===== config.mk =====
export PLATFORM = sky130hd
export DESIGN_NAME = script_char_tokenizer_top
export DESIGN_NICKNAME = d
export VERILOG_FILES = /design/src/rtl/sct_pkg.sv /design/src/rtl/script_char_tokenizer_top.sv /design/src/rtl/sct_front.sv /design/src/rtl/sct_queue.sv
export SDC_FILE = /design/constraint.sdc
export NUM_CORES = 1
export LEC_CHECK = 0
export BUFFER_PORTS_ARGS = -buffer_cell sky130_fd_sc_hd__buf_2
export CORE_MARGIN = 2
export CORE_UTILIZATION = 30
export CTS_BUF_LIST = sky130_fd_sc_hd__clkbuf_16
export CTS_CLUSTER_DIAMETER = 100
export CTS_CLUSTER_SIZE = 30
export DETAILED_ROUTE_END_ITERATION = 10
export GPL_ROUTABILITY_DRIVEN = 0
export PLACE_DENSITY = 0.56
export SLEW_MARGIN = 20
export SYNTH_ARGS = -nofsm -noshare
export SYNTH_HDL_FRONTEND = slang
export SYNTH_SLANG_ARGS = --single-unit

===== constraint.sdc =====
create_clock -name clk -period 11.7 [get_ports clk]
set_clock_uncertainty 0.05 [all_clocks]
set_input_delay 2.34 -clock clk [delete_from_list [all_inputs] [get_ports clk]]
set_output_delay 2.34 -clock clk [all_outputs]
set_load 0.01 [all_outputs]

===== src/rtl/sct_pkg.sv =====
// package for the script character tokenizer
// holds lexer state, token kind and error codes, the result type and character classes
// no dependencies
`timescale 1ns / 1ps

package sct_pkg;

  localparam int SCT_QUEUE_DEPTH = 4;

  typedef enum logic [2:0] {
    ST_IDLE  = 3'd0,
    ST_QMARK = 3'd1,
    ST_NUM   = 3'd2,
    ST_WORD  = 3'd3,
    ST_STR   = 3'd4,
    ST_ESC   = 3'd5
  } lex_state_t;

  typedef enum logic [2:0] {
    K_PUNCT = 3'd0,
    K_FWD   = 3'd1,
    K_BACK  = 3'd2,
    K_END   = 3'd3,
    K_STR   = 3'd4,
    K_NUM   = 3'd5,
    K_WORD  = 3'd6
  } kind_t;

  typedef enum logic [1:0] {
    ERR_NONE   = 2'd0,
    ERR_ESCAPE = 2'd1,
    ERR_UNTERM = 2'd2
  } err_t;

  typedef struct packed {
    kind_t      kind;
    logic       has_char;
    logic [7:0] char_value;
    logic       last;
    err_t       error;
  } tok_t;

  // up to two results written into the queue per accepted item
  typedef struct packed {
    logic wr0;
    logic wr1;
    tok_t tok0;
    tok_t tok1;
  } push_t;

  localparam logic [7:0] CH_NUL    = 8'h00;
  localparam logic [7:0] CH_TAB    = 8'h09;
  localparam logic [7:0] CH_NL     = 8'h0a;
  localparam logic [7:0] CH_DQUOTE = 8'h22;
  localparam logic [7:0] CH_SQUOTE = 8'h27;
  localparam logic [7:0] CH_DOT    = 8'h2e;
  localparam logic [7:0] CH_ZERO   = 8'h30;
  localparam logic [7:0] CH_LT     = 8'h3c;
  localparam logic [7:0] CH_GT     = 8'h3e;
  localparam logic [7:0] CH_QMARK  = 8'h3f;
  localparam logic [7:0] CH_BSLASH = 8'h5c;
  localparam logic [7:0] CH_B      = 8'h62;
  localparam logic [7:0] CH_F      = 8'h66;
  localparam logic [7:0] CH_N      = 8'h6e;
  localparam logic [7:0] CH_T      = 8'h74;

  function automatic logic is_digit(input logic [7:0] c);
    return (c >= 8'h30) && (c <= 8'h39);
  endfunction

  function automatic logic is_alpha(input logic [7:0] c);
    return ((c >= 8'h61) && (c <= 8'h7a)) || ((c >= 8'h41) && (c <= 8'h5a));
  endfunction

  // . + , : - * / = ( ) { } < > [ ] @ $ ! ^ ;
  function automatic logic is_punct(input logic [7:0] c);
    logic r;
    case (c)
      8'h2e, 8'h2b, 8'h2c, 8'h3a, 8'h2d, 8'h2a, 8'h2f, 8'h3d, 8'h28, 8'h29,
      8'h7b, 8'h7d, 8'h3c, 8'h3e, 8'h5b, 8'h5d, 8'h40, 8'h24, 8'h21, 8'h5e,
      8'h3b: r = 1'b1;
      default: r = 1'b0;
    endcase
    return r;
  endfunction

  function automatic tok_t mk_tok(input kind_t k, input logic h, input logic [7:0] v,
                                  input logic l, input err_t e);
    tok_t t;
    t.kind       = k;
    t.has_char   = h;
    t.char_value = v;
    t.last       = l;
    t.error      = e;
    return t;
  endfunction

endpackage


===== src/rtl/script_char_tokenizer_top.sv =====
// top level of the script character tokenizer
// joins the lexer front end (sct_front) and the result queue (sct_queue); uses sct_pkg
//
//   channel  direction  handshake            payload
//   in       input      in_valid / in_stall  ch
//   out      output     out_valid/out_stall  token_kind has_char char_value last error
//
// one item is taken per cycle while the queue has room for two results
// an item gives zero to two results; they leave one per cycle while out_stall is low,
// through the registered queue, so items that give two results run at half rate
// reset clears the lexer state and empties the queue, no clearing pass
// in_stall rises only when the queue holds more than QUEUE_DEPTH-2 results
`timescale 1ns / 1ps

module script_char_tokenizer_top import sct_pkg::*; #(
  parameter int QUEUE_DEPTH = SCT_QUEUE_DEPTH
) (
  input  logic       clk,
  input  logic       rst,
  input  logic [7:0] ch,
  input  logic       in_valid,
  output logic       in_stall,
  output logic [2:0] token_kind,
  output logic       has_char,
  output logic [7:0] char_value,
  output logic       last,
  output logic [1:0] error,
  output logic       out_valid,
  input  logic       out_stall
);

  push_t push;
  logic  room;
  tok_t  head;

  sct_front u_front (
    .clk      (clk),
    .rst      (rst),
    .ch       (ch),
    .in_valid (in_valid),
    .in_stall (in_stall),
    .room     (room),
    .push     (push)
  );

  sct_queue #(
    .DEPTH (QUEUE_DEPTH)
  ) u_queue (
    .clk       (clk),
    .rst       (rst),
    .push      (push),
    .room      (room),
    .out_valid (out_valid),
    .out_stall (out_stall),
    .head      (head)
  );

  assign token_kind = head.kind;
  assign has_char   = head.has_char;
  assign char_value = head.char_value;
  assign last       = head.last;
  assign error      = head.error;

endmodule


===== src/rtl/sct_front.sv =====
// front end of the tokenizer: accepts characters, runs the lexer state
// and produces up to two results per item for the queue; uses sct_pkg
`timescale 1ns / 1ps

module sct_front import sct_pkg::*; (
  input  logic       clk,
  input  logic       rst,
  input  logic [7:0] ch,
  input  logic       in_valid,
  output logic       in_stall,
  input  logic       room,
  output push_t      push
);

  lex_state_t state, state_next;
  logic       dot_seen, dot_seen_next;
  logic       quote_is_double, quote_is_double_next;
  logic       escape_error, escape_error_next;

  logic accept;
  logic start_en;
  logic pre_en;
  tok_t pre_tok;
  logic st_en;
  tok_t st_tok;

  assign in_stall = !room;
  assign accept   = in_valid && room;

  // does this character begin a new token after the current one is handled
  always_comb begin
    start_en = 1'b0;
    case (state)
      ST_QMARK: start_en = (ch != CH_GT) && (ch != CH_LT);
      ST_NUM:   start_en = !(is_digit(ch) || ((ch == CH_DOT) && !dot_seen));
      ST_WORD:  start_en = !(is_alpha(ch) || is_digit(ch));
      ST_STR:   start_en = (ch == CH_NUL);
      ST_ESC:   start_en = (ch == CH_NUL);
      default:  start_en = 1'b1;
    endcase
  end

  // next state
  always_comb begin
    state_next           = state;
    dot_seen_next        = dot_seen;
    quote_is_double_next = quote_is_double;
    escape_error_next    = escape_error;
    case (state)
      ST_QMARK: state_next = ST_IDLE;
      ST_NUM: begin
        if (ch == CH_DOT && !dot_seen) dot_seen_next = 1'b1;
        else if (start_en) dot_seen_next = 1'b0;
      end
      ST_STR: begin
        if (ch == CH_NUL) begin
          escape_error_next = 1'b0;
        end else if (ch == (quote_is_double ? CH_DQUOTE : CH_SQUOTE)) begin
          escape_error_next = 1'b0;
          state_next        = ST_IDLE;
        end else if (ch == CH_BSLASH) begin
          state_next = ST_ESC;
        end
      end
      ST_ESC: begin
        if (ch == CH_NUL) begin
          escape_error_next = 1'b0;
        end else begin
          state_next = ST_STR;
          case (ch)
            CH_T, CH_N, CH_ZERO, CH_SQUOTE, CH_DQUOTE, CH_BSLASH, CH_NL: ;
            default: escape_error_next = 1'b1;
          endcase
        end
      end
      default: ;
    endcase
    if (start_en) begin
      state_next = ST_IDLE;
      if (ch == CH_QMARK) begin
        state_next = ST_QMARK;
      end else if (is_punct(ch) || ch == CH_NUL) begin
        state_next = ST_IDLE;
      end else if (ch == CH_DQUOTE || ch == CH_SQUOTE) begin
        quote_is_double_next = (ch == CH_DQUOTE);
        escape_error_next    = 1'b0;
        state_next           = ST_STR;
      end else if (is_digit(ch)) begin
        dot_seen_next = 1'b0;
        state_next    = ST_NUM;
      end else if (is_alpha(ch)) begin
        state_next = ST_WORD;
      end
    end
  end

  // results
  always_comb begin
    pre_en  = 1'b0;
    pre_tok = mk_tok(K_PUNCT, 1'b0, CH_NUL, 1'b0, ERR_NONE);
    st_en   = 1'b0;
    st_tok  = mk_tok(K_PUNCT, 1'b0, CH_NUL, 1'b0, ERR_NONE);
    case (state)
      ST_QMARK: begin
        pre_en = 1'b1;
        if (ch == CH_GT)      pre_tok = mk_tok(K_FWD, 1'b0, CH_F, 1'b1, ERR_NONE);
        else if (ch == CH_LT) pre_tok = mk_tok(K_BACK, 1'b0, CH_B, 1'b1, ERR_NONE);
        else                  pre_tok = mk_tok(K_PUNCT, 1'b1, CH_QMARK, 1'b1, ERR_NONE);
      end
      ST_NUM: begin
        pre_en = 1'b1;
        if (start_en) pre_tok = mk_tok(K_NUM, 1'b0, CH_NUL, 1'b1, ERR_NONE);
        else          pre_tok = mk_tok(K_NUM, 1'b1, ch, 1'b0, ERR_NONE);
      end
      ST_WORD: begin
        pre_en = 1'b1;
        if (start_en) pre_tok = mk_tok(K_WORD, 1'b0, CH_NUL, 1'b1, ERR_NONE);
        else          pre_tok = mk_tok(K_WORD, 1'b1, ch, 1'b0, ERR_NONE);
      end
      ST_STR: begin
        if (ch == CH_NUL) begin
          pre_en  = 1'b1;
          pre_tok = mk_tok(K_STR, 1'b0, CH_NUL, 1'b1, ERR_UNTERM);
        end else if (ch == (quote_is_double ? CH_DQUOTE : CH_SQUOTE)) begin
          pre_en  = 1'b1;
          pre_tok = mk_tok(K_STR, 1'b0, CH_NUL, 1'b1,
                           escape_error ? ERR_ESCAPE : ERR_NONE);
        end else if (ch != CH_BSLASH) begin
          pre_en  = 1'b1;
          pre_tok = mk_tok(K_STR, 1'b1, ch, 1'b0, ERR_NONE);
        end
      end
      ST_ESC: begin
        pre_en = 1'b1;
        case (ch)
          CH_NUL:    pre_tok = mk_tok(K_STR, 1'b0, CH_NUL, 1'b1, ERR_UNTERM);
          CH_T:      pre_tok = mk_tok(K_STR, 1'b1, CH_TAB, 1'b0, ERR_NONE);
          CH_N:      pre_tok = mk_tok(K_STR, 1'b1, CH_NL, 1'b0, ERR_NONE);
          CH_ZERO:   pre_tok = mk_tok(K_STR, 1'b1, CH_NUL, 1'b0, ERR_NONE);
          CH_SQUOTE: pre_tok = mk_tok(K_STR, 1'b1, CH_SQUOTE, 1'b0, ERR_NONE);
          CH_DQUOTE: pre_tok = mk_tok(K_STR, 1'b1, CH_DQUOTE, 1'b0, ERR_NONE);
          CH_BSLASH: pre_tok = mk_tok(K_STR, 1'b1, CH_BSLASH, 1'b0, ERR_NONE);
          CH_NL:     pre_tok = mk_tok(K_STR, 1'b1, CH_NL, 1'b0, ERR_NONE);
          default:   pre_en  = 1'b0;
        endcase
      end
      default: ;
    endcase
    if (start_en) begin
      if (ch == CH_NUL) begin
        st_en  = 1'b1;
        st_tok = mk_tok(K_END, 1'b0, CH_NUL, 1'b1, ERR_NONE);
      end else if (ch == CH_QMARK) begin
        st_en = 1'b0;
      end else if (is_punct(ch)) begin
        st_en  = 1'b1;
        st_tok = mk_tok(K_PUNCT, 1'b1, ch, 1'b1, ERR_NONE);
      end else if (is_digit(ch)) begin
        st_en  = 1'b1;
        st_tok = mk_tok(K_NUM, 1'b1, ch, 1'b0, ERR_NONE);
      end else if (is_alpha(ch)) begin
        st_en  = 1'b1;
        st_tok = mk_tok(K_WORD, 1'b1, ch, 1'b0, ERR_NONE);
      end
    end
    push.wr0  = accept && (pre_en || st_en);
    push.wr1  = accept && pre_en && st_en;
    push.tok0 = pre_en ? pre_tok : st_tok;
    push.tok1 = st_tok;
  end

  always_ff @(posedge clk) begin
    if (rst) begin
      state           <= ST_IDLE;
      dot_seen        <= 1'b0;
      quote_is_double <= 1'b0;
      escape_error    <= 1'b0;
    end else if (accept) begin
      state           <= state_next;
      dot_seen        <= dot_seen_next;
      quote_is_double <= quote_is_double_next;
      escape_error    <= escape_error_next;
    end
  end

endmodule


===== src/rtl/sct_queue.sv =====
// result queue of the tokenizer: takes up to two results a cycle from the
// front end, hands one a cycle out while out_stall is low; uses sct_pkg
`timescale 1ns / 1ps

module sct_queue import sct_pkg::*; #(
  parameter int DEPTH = SCT_QUEUE_DEPTH
) (
  input  logic  clk,
  input  logic  rst,
  input  push_t push,
  output logic  room,
  output logic  out_valid,
  input  logic  out_stall,
  output tok_t  head
);

  localparam int AW = $clog2(DEPTH);
  localparam int CW = $clog2(DEPTH + 1);

  tok_t          mem [DEPTH];
  logic [AW-1:0] rd_ptr, rd_ptr_next;
  logic [AW-1:0] wr_ptr, wr_ptr_next, wr_ptr1;
  logic [CW-1:0] count, count_next;
  logic          pop;

  function automatic logic [AW-1:0] nxt(input logic [AW-1:0] p);
    return (p == AW'(DEPTH - 1)) ? '0 : p + 1'b1;
  endfunction

  assign out_valid = (count != '0);
  assign pop       = out_valid && !out_stall;
  assign room      = (count <= CW'(DEPTH - 2));
  assign head      = mem[rd_ptr];
  assign wr_ptr1   = nxt(wr_ptr);

  always_comb begin
    rd_ptr_next = pop ? nxt(rd_ptr) : rd_ptr;
    if (push.wr1)      wr_ptr_next = nxt(wr_ptr1);
    else if (push.wr0) wr_ptr_next = wr_ptr1;
    else               wr_ptr_next = wr_ptr;
    count_next = count + CW'(push.wr0) + CW'(push.wr1) - CW'(pop);
  end

  always_ff @(posedge clk) begin
    if (rst) begin
      rd_ptr <= '0;
      wr_ptr <= '0;
      count  <= '0;
    end else begin
      rd_ptr <= rd_ptr_next;
      wr_ptr <= wr_ptr_next;
      count  <= count_next;
    end
  end

  always_ff @(posedge clk) begin
    if (push.wr0) mem[wr_ptr] <= push.tok0;
    if (push.wr1) mem[wr_ptr1] <= push.tok1;
  end

  a_count_bound: assert property (@(posedge clk) disable iff (rst)
    count <= CW'(DEPTH))
    else $error("queue count above depth");

  a_pair_order: assert property (@(posedge clk) disable iff (rst)
    push.wr1 |-> push.wr0)
    else $error("second result written without the first");

  a_no_overrun: assert property (@(posedge clk) disable iff (rst)
    push.wr0 |-> room)
    else $error("results written into a full queue");

  a_pop_only: assert property (@(posedge clk) disable iff (rst)
    (pop && !push.wr0) |=> (count == $past(count) - 1'b1))
    else $error("queue count lost track on a read");

endmodule

Word-level counts from Yosys, hierarchy flattened

Memories as Yosys holds them, arrays and structs flattened. A register that Yosys moved wholly into a read port is not among the register bits.
Index checks and enable logic that the tools add are counted.

Register bits: 13
Bits in writable memories: 60
Input port bits: 12
Output and inout bits: 17
Word-level logic and storage cells: 174
Memories kept: 1

Add/sub/neg operators: 6
Magnitude comparators: 7
Eq/ne operators: 44
Multiplexer cells: 74
Bitwise logic cells: 2
Reductions and logical operators: 33

Memories:

| name        | depth | width | rd ports | clocked after memory_dff | wr ports | line            | text |
|---|---|---|---|---|---|---|---|
| u_queue.mem | 4     | 15    | 1        | 1                        | 2        | sct_queue.sv:20 | `tok_t mem [DEPTH];` |

Operator list:

| cell                 | count |
|---|---|
| $mux W15             | 11 |
| $eq A8 B6 Y1 const B | 19 |
| $pmux W15 S7         | 1 |
| $pmux W15 S5         | 1 |
| $eq A8 B7 Y1 const B | 9 |
| $mux W1              | 36 |
| $mux W3              | 10 |
| $mux W12             | 2 |
| $reduce_or A21 Y1    | 1 |
| $ge A8 B7 Y1 const B | 2 |
| $le A8 B7 Y1 const B | 2 |
| $mux W2              | 8 |
| $ne A8 B6 Y1 const B | 2 |
| $mux W14             | 1 |
| $logic_and A1 B1 Y1  | 10 |
| $reduce_and A5 Y1    | 2 |
| $pmux W3 S3          | 1 |
| $eq A8 B4 Y1 const B | 1 |
| $eq A8 B8 Y1         | 1 |
| $ge A8 B6 Y1 const B | 1 |
| $le A8 B6 Y1 const B | 1 |
| $logic_not A8 Y1     | 1 |
| $ne A8 B7 Y1 const B | 1 |
| $reduce_or A8 Y1     | 1 |
| other kinds (22)     | 41 |

Longest topological paths before layout

Gate-level depths: netlist (run 1).

Depth after elaboration: 16
Mapped depth: 15
Depth with buffers taken out: 13

Cells and area by module

Synthesis (run 1) repeated with hierarchy kept, for this count alone.

Cells, all modules: 422
Area, all modules: 5129.9 um^2

By module, submodules not included:

| module    | times used | cells each | area each (um^2) | seq. area each (um^2) |
|---|---|---|---|---|
| sct_queue | 1          | 205        | 3672.3           | 1981.9 |
| sct_front | 1          | 217        | 1457.6           | 120.1 |

Least setup slack after synthesis (run 1)

Ideal clock, no wire load.

Path kind: input to register
From: input ch[5]
To: register u_queue.count[2]
Library setup time: 128 ps
Data arrival time: 5384 ps
Data required time: 11522 ps
Setup slack: 6138 ps
Stages: 14
Path buffers: 1
Path through: buf_4 > or3_1 > o31a_1 > o21ai_2 > a311oi_4 > a31oi_4 > o21a_2 > inv_1 > ha_1 > inv_1 > fa_1 > fa_1 > xor2_1 > nor2_1

Cells in the longest elaborated chain, start to end: 15
Elaborated cells on any way between the ends: 75
Those cells by class: add/sub (3); order compare (6); eq/ne (33); mux (16); reduce/logical (17)

RTL lines:

| what                                       | line                            | text |
|---|---|---|
| from (decl)                                | script_char_tokenizer_top.sv:20 | `input logic [7:0] ch,` |
| $eq A8 B6 Y1, or another cell as far along | sct_pkg.sv:78                   | `case (c)` |
| $reduce_or A21 Y1                          | sct_pkg.sv:78                   |  |
| $mux W1                                    | sct_pkg.sv:78                   |  |
| $mux W1                                    | sct_front.sv:153                | `end else if (ch == CH_QMARK) begin` |
| $mux W1                                    | sct_front.sv:150                | `if (ch == CH_NUL) begin` |
| $mux W1                                    | sct_front.sv:149                | `if (start_en) begin` |
| $mux W1                                    | sct_front.sv:155                | `end else if (is_punct(ch)) begin` |
| $mux W1                                    | sct_front.sv:153                |  |
| $mux W1                                    | sct_front.sv:150                |  |
| $mux W1                                    | sct_front.sv:149                |  |
| $logic_or A1 B1 Y1                         | sct_front.sv:166                | `push.wr0 = accept && (pre_en \|\| st_en);` |
| $logic_and A1 B1 Y1                        | sct_front.sv:166                |  |
| $add A3 B1 Y3                              | sct_queue.sv:41                 | `count_next = count + CW'(push.wr0) + CW'(push.wr1) - CW'(pop);` |
| $add A3 B1 Y3 *                            | sct_queue.sv:41                 |  |
| $sub A3 B1 Y3 *                            | sct_queue.sv:41                 |  |
| to (signal assigned)                       | sct_queue.sv:52                 | `count <= count_next;` |
| to (decl)                                  | sct_queue.sv:23                 | `logic [CW-1:0] count, count_next;` |

Every way passes the cells marked *; elsewhere a longest branch is shown, timed or not. The select of a mux whose other input is x is not followed.
A chain may end at the register's enable or synchronous reset.

Worst setup path after layout (run 1)

From: input ch[0]
To: register u_queue.count[2]

Same word-level chain as after synthesis.

==> results of run 1 <==
[worst max-delay path, stage by stage]
cell,delay [ps]
buf_2,250
inv_1,190
or4_1,570
a21oi_1,260
o21ai_1,130
nand2_1,460
o21a_2,440
inv_1,130
ha_1,290
inv_1,50
fa_1,450
fa_1,420
xor2_1,160
nor2_1,50
[metrics by stage]
stage / hold WS, ps / total power [mW] / cell area, µm² / std cells
after floorplan: 377 / 0.654 / 4590 / 418
after global placement: 394 / 0.745 / 4810 / 607
after detailed placement: 398 / 0.756 / 4810 / 607
after CTS: 416 / 1.05 / 5130 / 623
after global routing: 441 / 1.11 / 5140 / 623
final: 419 / 1.05 / 5140 / 623
[cells in the mapped netlist, types with 3 or more instances]
cell type,number
nor2b_1,6
a31oi_1,5
buf_2,11
a22o_1,4
ha_1,8
buf_4,3
o22ai_1,14
a21o_1,5
a41o_1,4
o32ai_1,3
nand2_1,27
nand2b_1,6
edfxtp_1,52
nand3_1,10
a21boi_2,4
nor4_1,3
o21ai_0,15
and3_1,8
nand4_4,4
xor2_1,3
mux2i_1,5
mux4_2,15
buf_6,5
a21oi_1,13
clkbuf_1,8
dfxtp_1,23
or3_1,4
o2bb2ai_1,37
nor2_1,39
inv_1,18
nor3_1,7
[power breakdown]
group	internal, mW	switching (mW)
combinational	0.145	0.261
clock	0.188	0.111
sequential	0.322	0.0238
[area by class of cell]
type                            instances  area (µm²)  share of cell area
Multi-Input combinational cell        296        2340               0.455
Sequential cell                        75        2020               0.393
Tap cell                              188         235              0.0458
Clock buffer                            9         225              0.0438
Timing Repair Buffer                   29         148              0.0287
Clock inverter                          7        98.8              0.0192
Inverter                               19        71.3              0.0139
[registers in the layout, indices dropped and copies added, names as in the netlist, named ones only]
signal and count:
u_front.state 3, u_queue.rd_ptr 2, u_front.escape_error 1, u_front.dot_seen 1, u_queue.wr_ptr 2, u_queue.mem 60
u_queue.count 3, u_front.quote_is_double 1
[cell families after synthesis]
kind of cell               after synthesis  share of synthesized area
AOI/OAI and AO/OA                      133                      0.228
and+or+nand+nor                        129                      0.157
DFF                                     75                      0.440
buffers and inverters                   47                     0.0520
muxes                                   20                     0.0844
adders and majority gates               10                     0.0305
xor gates and xnor gates                 4                    0.00763
[metal layers]
layer / routed length, µm / GRT usage
met1: 5400 / 0.208
met2: 6000 / 0.260
met3: 854 / 0.0317
met4: 194 / 0.0433
met5: 0 / 0
[worst paths after layout]
kind	start	end	slack, ps	cells past startpoint
max	ch[0]	u_queue.count[2]	5650	14
min reg2reg	u_queue.mem[2][1]	u_queue.mem[2][1]	420	1
max reg2reg	u_front.state[0]	u_queue.count[2]	7470	13
min	u_queue.mem[2][1]	u_queue.mem[2][1]	420	1
==> out/metrics.cfg, run 1 <==
[timing]
fin_crit_sh=0.517
slew_headroom=0.306
clock.fmax_mhz=165
tns_ps=0
fin_ws_ps=5650
hold_viol=0
report.final.slew_viol_count=0
fin_crit_ps=6050
worst-slew-pin-transition_ps=1040
setup_viol=0
rsz0062_at_grt=no

[routing]
vias_per_cell=5.72
drc=0
drt-initial-drc-count=170
routed_wl_mm=12.4
wl_per_cell_um=20.0
num_vias=3564
drtPass1Iterations=7
ant_nets=0

[synthesis]
postSynth.asyncResetShare=0
synth_area_leaders=edfxtp_1, dfxtp_1, mux4_2
syn-cell-area_um2=4590
yosysTopAreaCell=edfxtp_1
ys_seq_area_frac=0.440
synth_flop_cell=edfxtp_1
ys_ff_latch=75
syn_inst=418
synth_edf_count=52
syn_area_per_cell_um2=11.0
synthDistinctLibCells=69
netlist.area_leader.share=0.340
synth_nets=440
yosysWarnings=0

[final_layout]
final_util=0.341
fillerInstances=1517
final_cell_mix=edfxtp_1, nor2_1, o2bb2ai_1
layout-drive-gt1-share=0.184
final_nets=452
layout_commonest_cell=edfxtp_1
n_antenna_cell=0
syn_to_final_growth_pct=11.9

[clock_network]
ctsResizeCount=0
cts_setup_buffers=0
clock-sinks=75
htree_levels=3
cts_root_buf=clkbuf_16
path_clk_slew_ps=60
cts_tree=yes
insertion_delay_ps=330
clk_path_buf_depth=2
cts_hold_buf=0
cts_inserted_buffers=9

[grt]
antenna_found_initial=0
track_usage=0.156
grt_pass1_wl_mm=19.7
grt_pass1_vias=3432
grt_start_max_net_pins=23
globalRouteOverflowTotal=0

[power_and_ir_drop]
power.leakage_nw=1.75
power_density_nw_per_um2=205
max-vdd-ir-drop_uv=104

[floorplan]
num_rows=45
die-area_um2=16300
core_um2=15100
ioPinCount=29
dieHeight_um=128
start_util=0.304
die_x_um=128

[run]
maxCapViolations=0

[setup_path]
endpoint_kind=flip-flop
crit_required_ps=11860
arrival_ps=6210
cp-start-kind=input port
path_class=in -> reg
cp_max_fo=15

[place]
dp_slack_ps=5370
dp_hpwl_mm=8.80
placement.io_buffers=28

[outcome]
status=finished clean

[hold_path]
hold_path_class=reg -> reg

Note: power is estimated with default switching activity, not from simulation.
==> run 2, diff against run 1 <==
--- a/config.mk
+++ b/config.mk
@@ -5,6 +5,7 @@
 export SDC_FILE = /design/constraint.sdc
 export NUM_CORES = 1
 export LEC_CHECK = 0
+export ABC_AREA = 1
 export BUFFER_PORTS_ARGS = -buffer_cell sky130_fd_sc_hd__buf_2
 export CORE_MARGIN = 2
 export CORE_UTILIZATION = 30
==> constraint.sdc (replaced) <==
create_clock -name clk -period 5.75 [get_ports clk]
set_clock_uncertainty 0.05 [all_clocks]
set_input_delay 1.15 -clock clk [delete_from_list [all_inputs] [get_ports clk]]
set_output_delay 1.15 -clock clk [all_outputs]
set_load 0.01 [all_outputs]
==> run 2 against run 1 <==
  * Critical path depth rose by 5
  * Sequential share of layout area shrank 2.0 points
  * Die area grew 5.0%
  * Synthesized cell count is 63% higher
  * Core utilization is 0.17 points higher
  * Non-clock buffer count increased by 1
  * Clock-buffer cell count stayed put
  * Critical endpoint unchanged
  * Largest power group unchanged
==> out/metrics.cfg, run 2 <==
[outcome]
status=finished clean

[routing]
num_vias=4351
wl_per_cell_um=14.4
routed_wl_mm=13.3
drc=0
drtPass1Iterations=5
vias_per_cell=4.72
ant_nets=0
drt-initial-drc-count=263

[synthesis]
synth_top_family_by_area=simple AND/OR/NAND/NOR gates
synth_most_common_cell=nand2_1
synth_common_cells=nand2_1, nor2_1, inv_1
postSynth.asyncResetShare=0
yosysTopAreaCell=edfxtp_1
ys_seq_area_frac=0.418
syn_area_per_cell_um2=7.09
yosysWarnings=0
synth_area_leaders=edfxtp_1, nand2_1, dfxtp_1
synthDistinctLibCells=30
netlist.area_leader.share=0.323
synth_edf_count=52
syn-cell-area_um2=4830
yosys.area_share.simple=0.369
synth_xor_area_frac=0.00362
synth_compound_area_frac=0.103
yosys.area_share.adder=0.0290
ys_ff_latch=75
synth_nets=704
synth_flop_cell=edfxtp_1
syn_inst=682
post_synth_mux_area_share=0

[grt]
grt_pass1_wl_mm=21.9
globalRouteOverflowTotal=0
grt_start_max_net_pins=32
track_usage=0.168
grt_pass1_vias=4209
antenna_found_initial=0

[setup_path]
path_class=in -> reg
endpoint_kind=flip-flop
crit_required_ps=5930
cp-start-kind=input port
arrival_ps=4040
cp_max_fo=9

[clock_network]
clk_path_buf_depth=2
cts_root_buf=clkbuf_16
ctsResizeCount=0
htree_levels=3
cts_tree=yes
path_clk_slew_ps=50
insertion_delay_ps=340
cts_hold_buf=0
cts_setup_buffers=0
cts_inserted_buffers=9
clock-sinks=75

[floorplan]
die-area_um2=17100
start_util=0.305
dieHeight_um=131
core_um2=15800
num_rows=46
ioPinCount=29
die_x_um=131

[final_layout]
final_nets=724
layout-drive-gt1-share=0.122
syn_to_final_growth_pct=12.1
final_util=0.342
final_cell_mix=nand2_1, nor2_1, inv_1
largest_register=u_queue.mem
fin_cells=922
fin_area_um2=5420
regArea_um2=2020
fillerInstances=1713
n_antenna_cell=0
largest_register_ffs=60
layout_commonest_cell=nand2_1
reg_top3=u_queue.mem: 60 flops, u_front.state: 3 flops, u_queue.count: 3 flops
multi_input_area_um2=2440

[place]
dp_hpwl_mm=9.69
dpl-instance-area_um2=5130
place_inst=907
placement.io_buffers=28

[timing]
report.final.slew_viol_count=0
hold_viol=0
fin_crit_sh=0.670
clock.fmax_mhz=259
slew_headroom=0.423
worst-slew-pin-transition_ps=864
fin_crit_ps=3850
setup_viol=0
rsz0062_at_grt=no
tns_ps=0

[run]
maxCapViolations=0

[hold_path]
hold_path_class=reg -> reg

[power_and_ir_drop]
power.leakage_nw=2.63
power_density_nw_per_um2=415
total_power_mw=2.25
max-vdd-ir-drop_uv=175

run 2: final cells by class:
cell class	instances	share of cell area
inverters	66	0.0457
repair buffers	30	0.0286
well taps	216	0.0499
flip-flops and latches	75	0.373
clock buffers	9	0.0416
multi-input cells	520	0.450
clock inverters	6	0.0109
run 2: kinds of logic (layout without fill, tap and decap cells):
| kind of cell | Yosys count | in the layout |
|---|---|---|
| buffers and inverters | 87 | 111 |
| AND/OR/NAND/NOR | 419 | 419 |
| adder cells (fa/ha/maj) | 10 | 10 |
| XOR/XNOR | 2 | 2 |
| flip-flops | 75 | 75 |
| AO/OA/AOI/OAI | 89 | 89 |
run 2: critical path, cell delays in order:
cell and delay (ps):
buf_2 170, inv_1 140, nand2_1 70, nor2_1 260, nand2_1 90, nand2_1 60
nor2_1 50, nand2_1 70, nand2_1 100, nand2_1 200, nand2_2 110, nand2_4 130
inv_1 60, ha_1 270, inv_1 50, fa_1 440, fa_1 410, xor2_1 160
nor2_1 50
run 2: worst paths after layout:
check	slack, ps	from	endpoint	cells past startpoint
setup / recovery	1900	ch[2]	u_queue.count[2]	19
hold / removal	420	u_queue.mem[2][0]	u_queue.mem[2][0]	2
setup reg to reg	2530	u_front.state[2]	u_queue.count[2]	15
hold reg to reg	420	u_queue.mem[2][0]	u_queue.mem[2][0]	2
run 2: stage by stage:
step	setup slack [ps]	hold slack (ps)
detailed placement	1570	409
global placement	1620	409
CTS	1940	419
finish	1900	418
floorplan	1940	394
global route	1640	440
run 2: layer usage:
metal  global-route usage  vias up  part of all wire
met4               0.0626        0             0.020
li1                     -     2235                 -
met5                    0        -                 0
met3               0.0395       20             0.055
met1                0.212     1976              0.46
met2                0.282      120              0.47
run 2: report_power, final:
group	internal, mW	switching, mW	total, mW
sequential	0.675	0.0317	0.707
clock	0.330	0.209	0.539
combinational	0.285	0.715	1.00
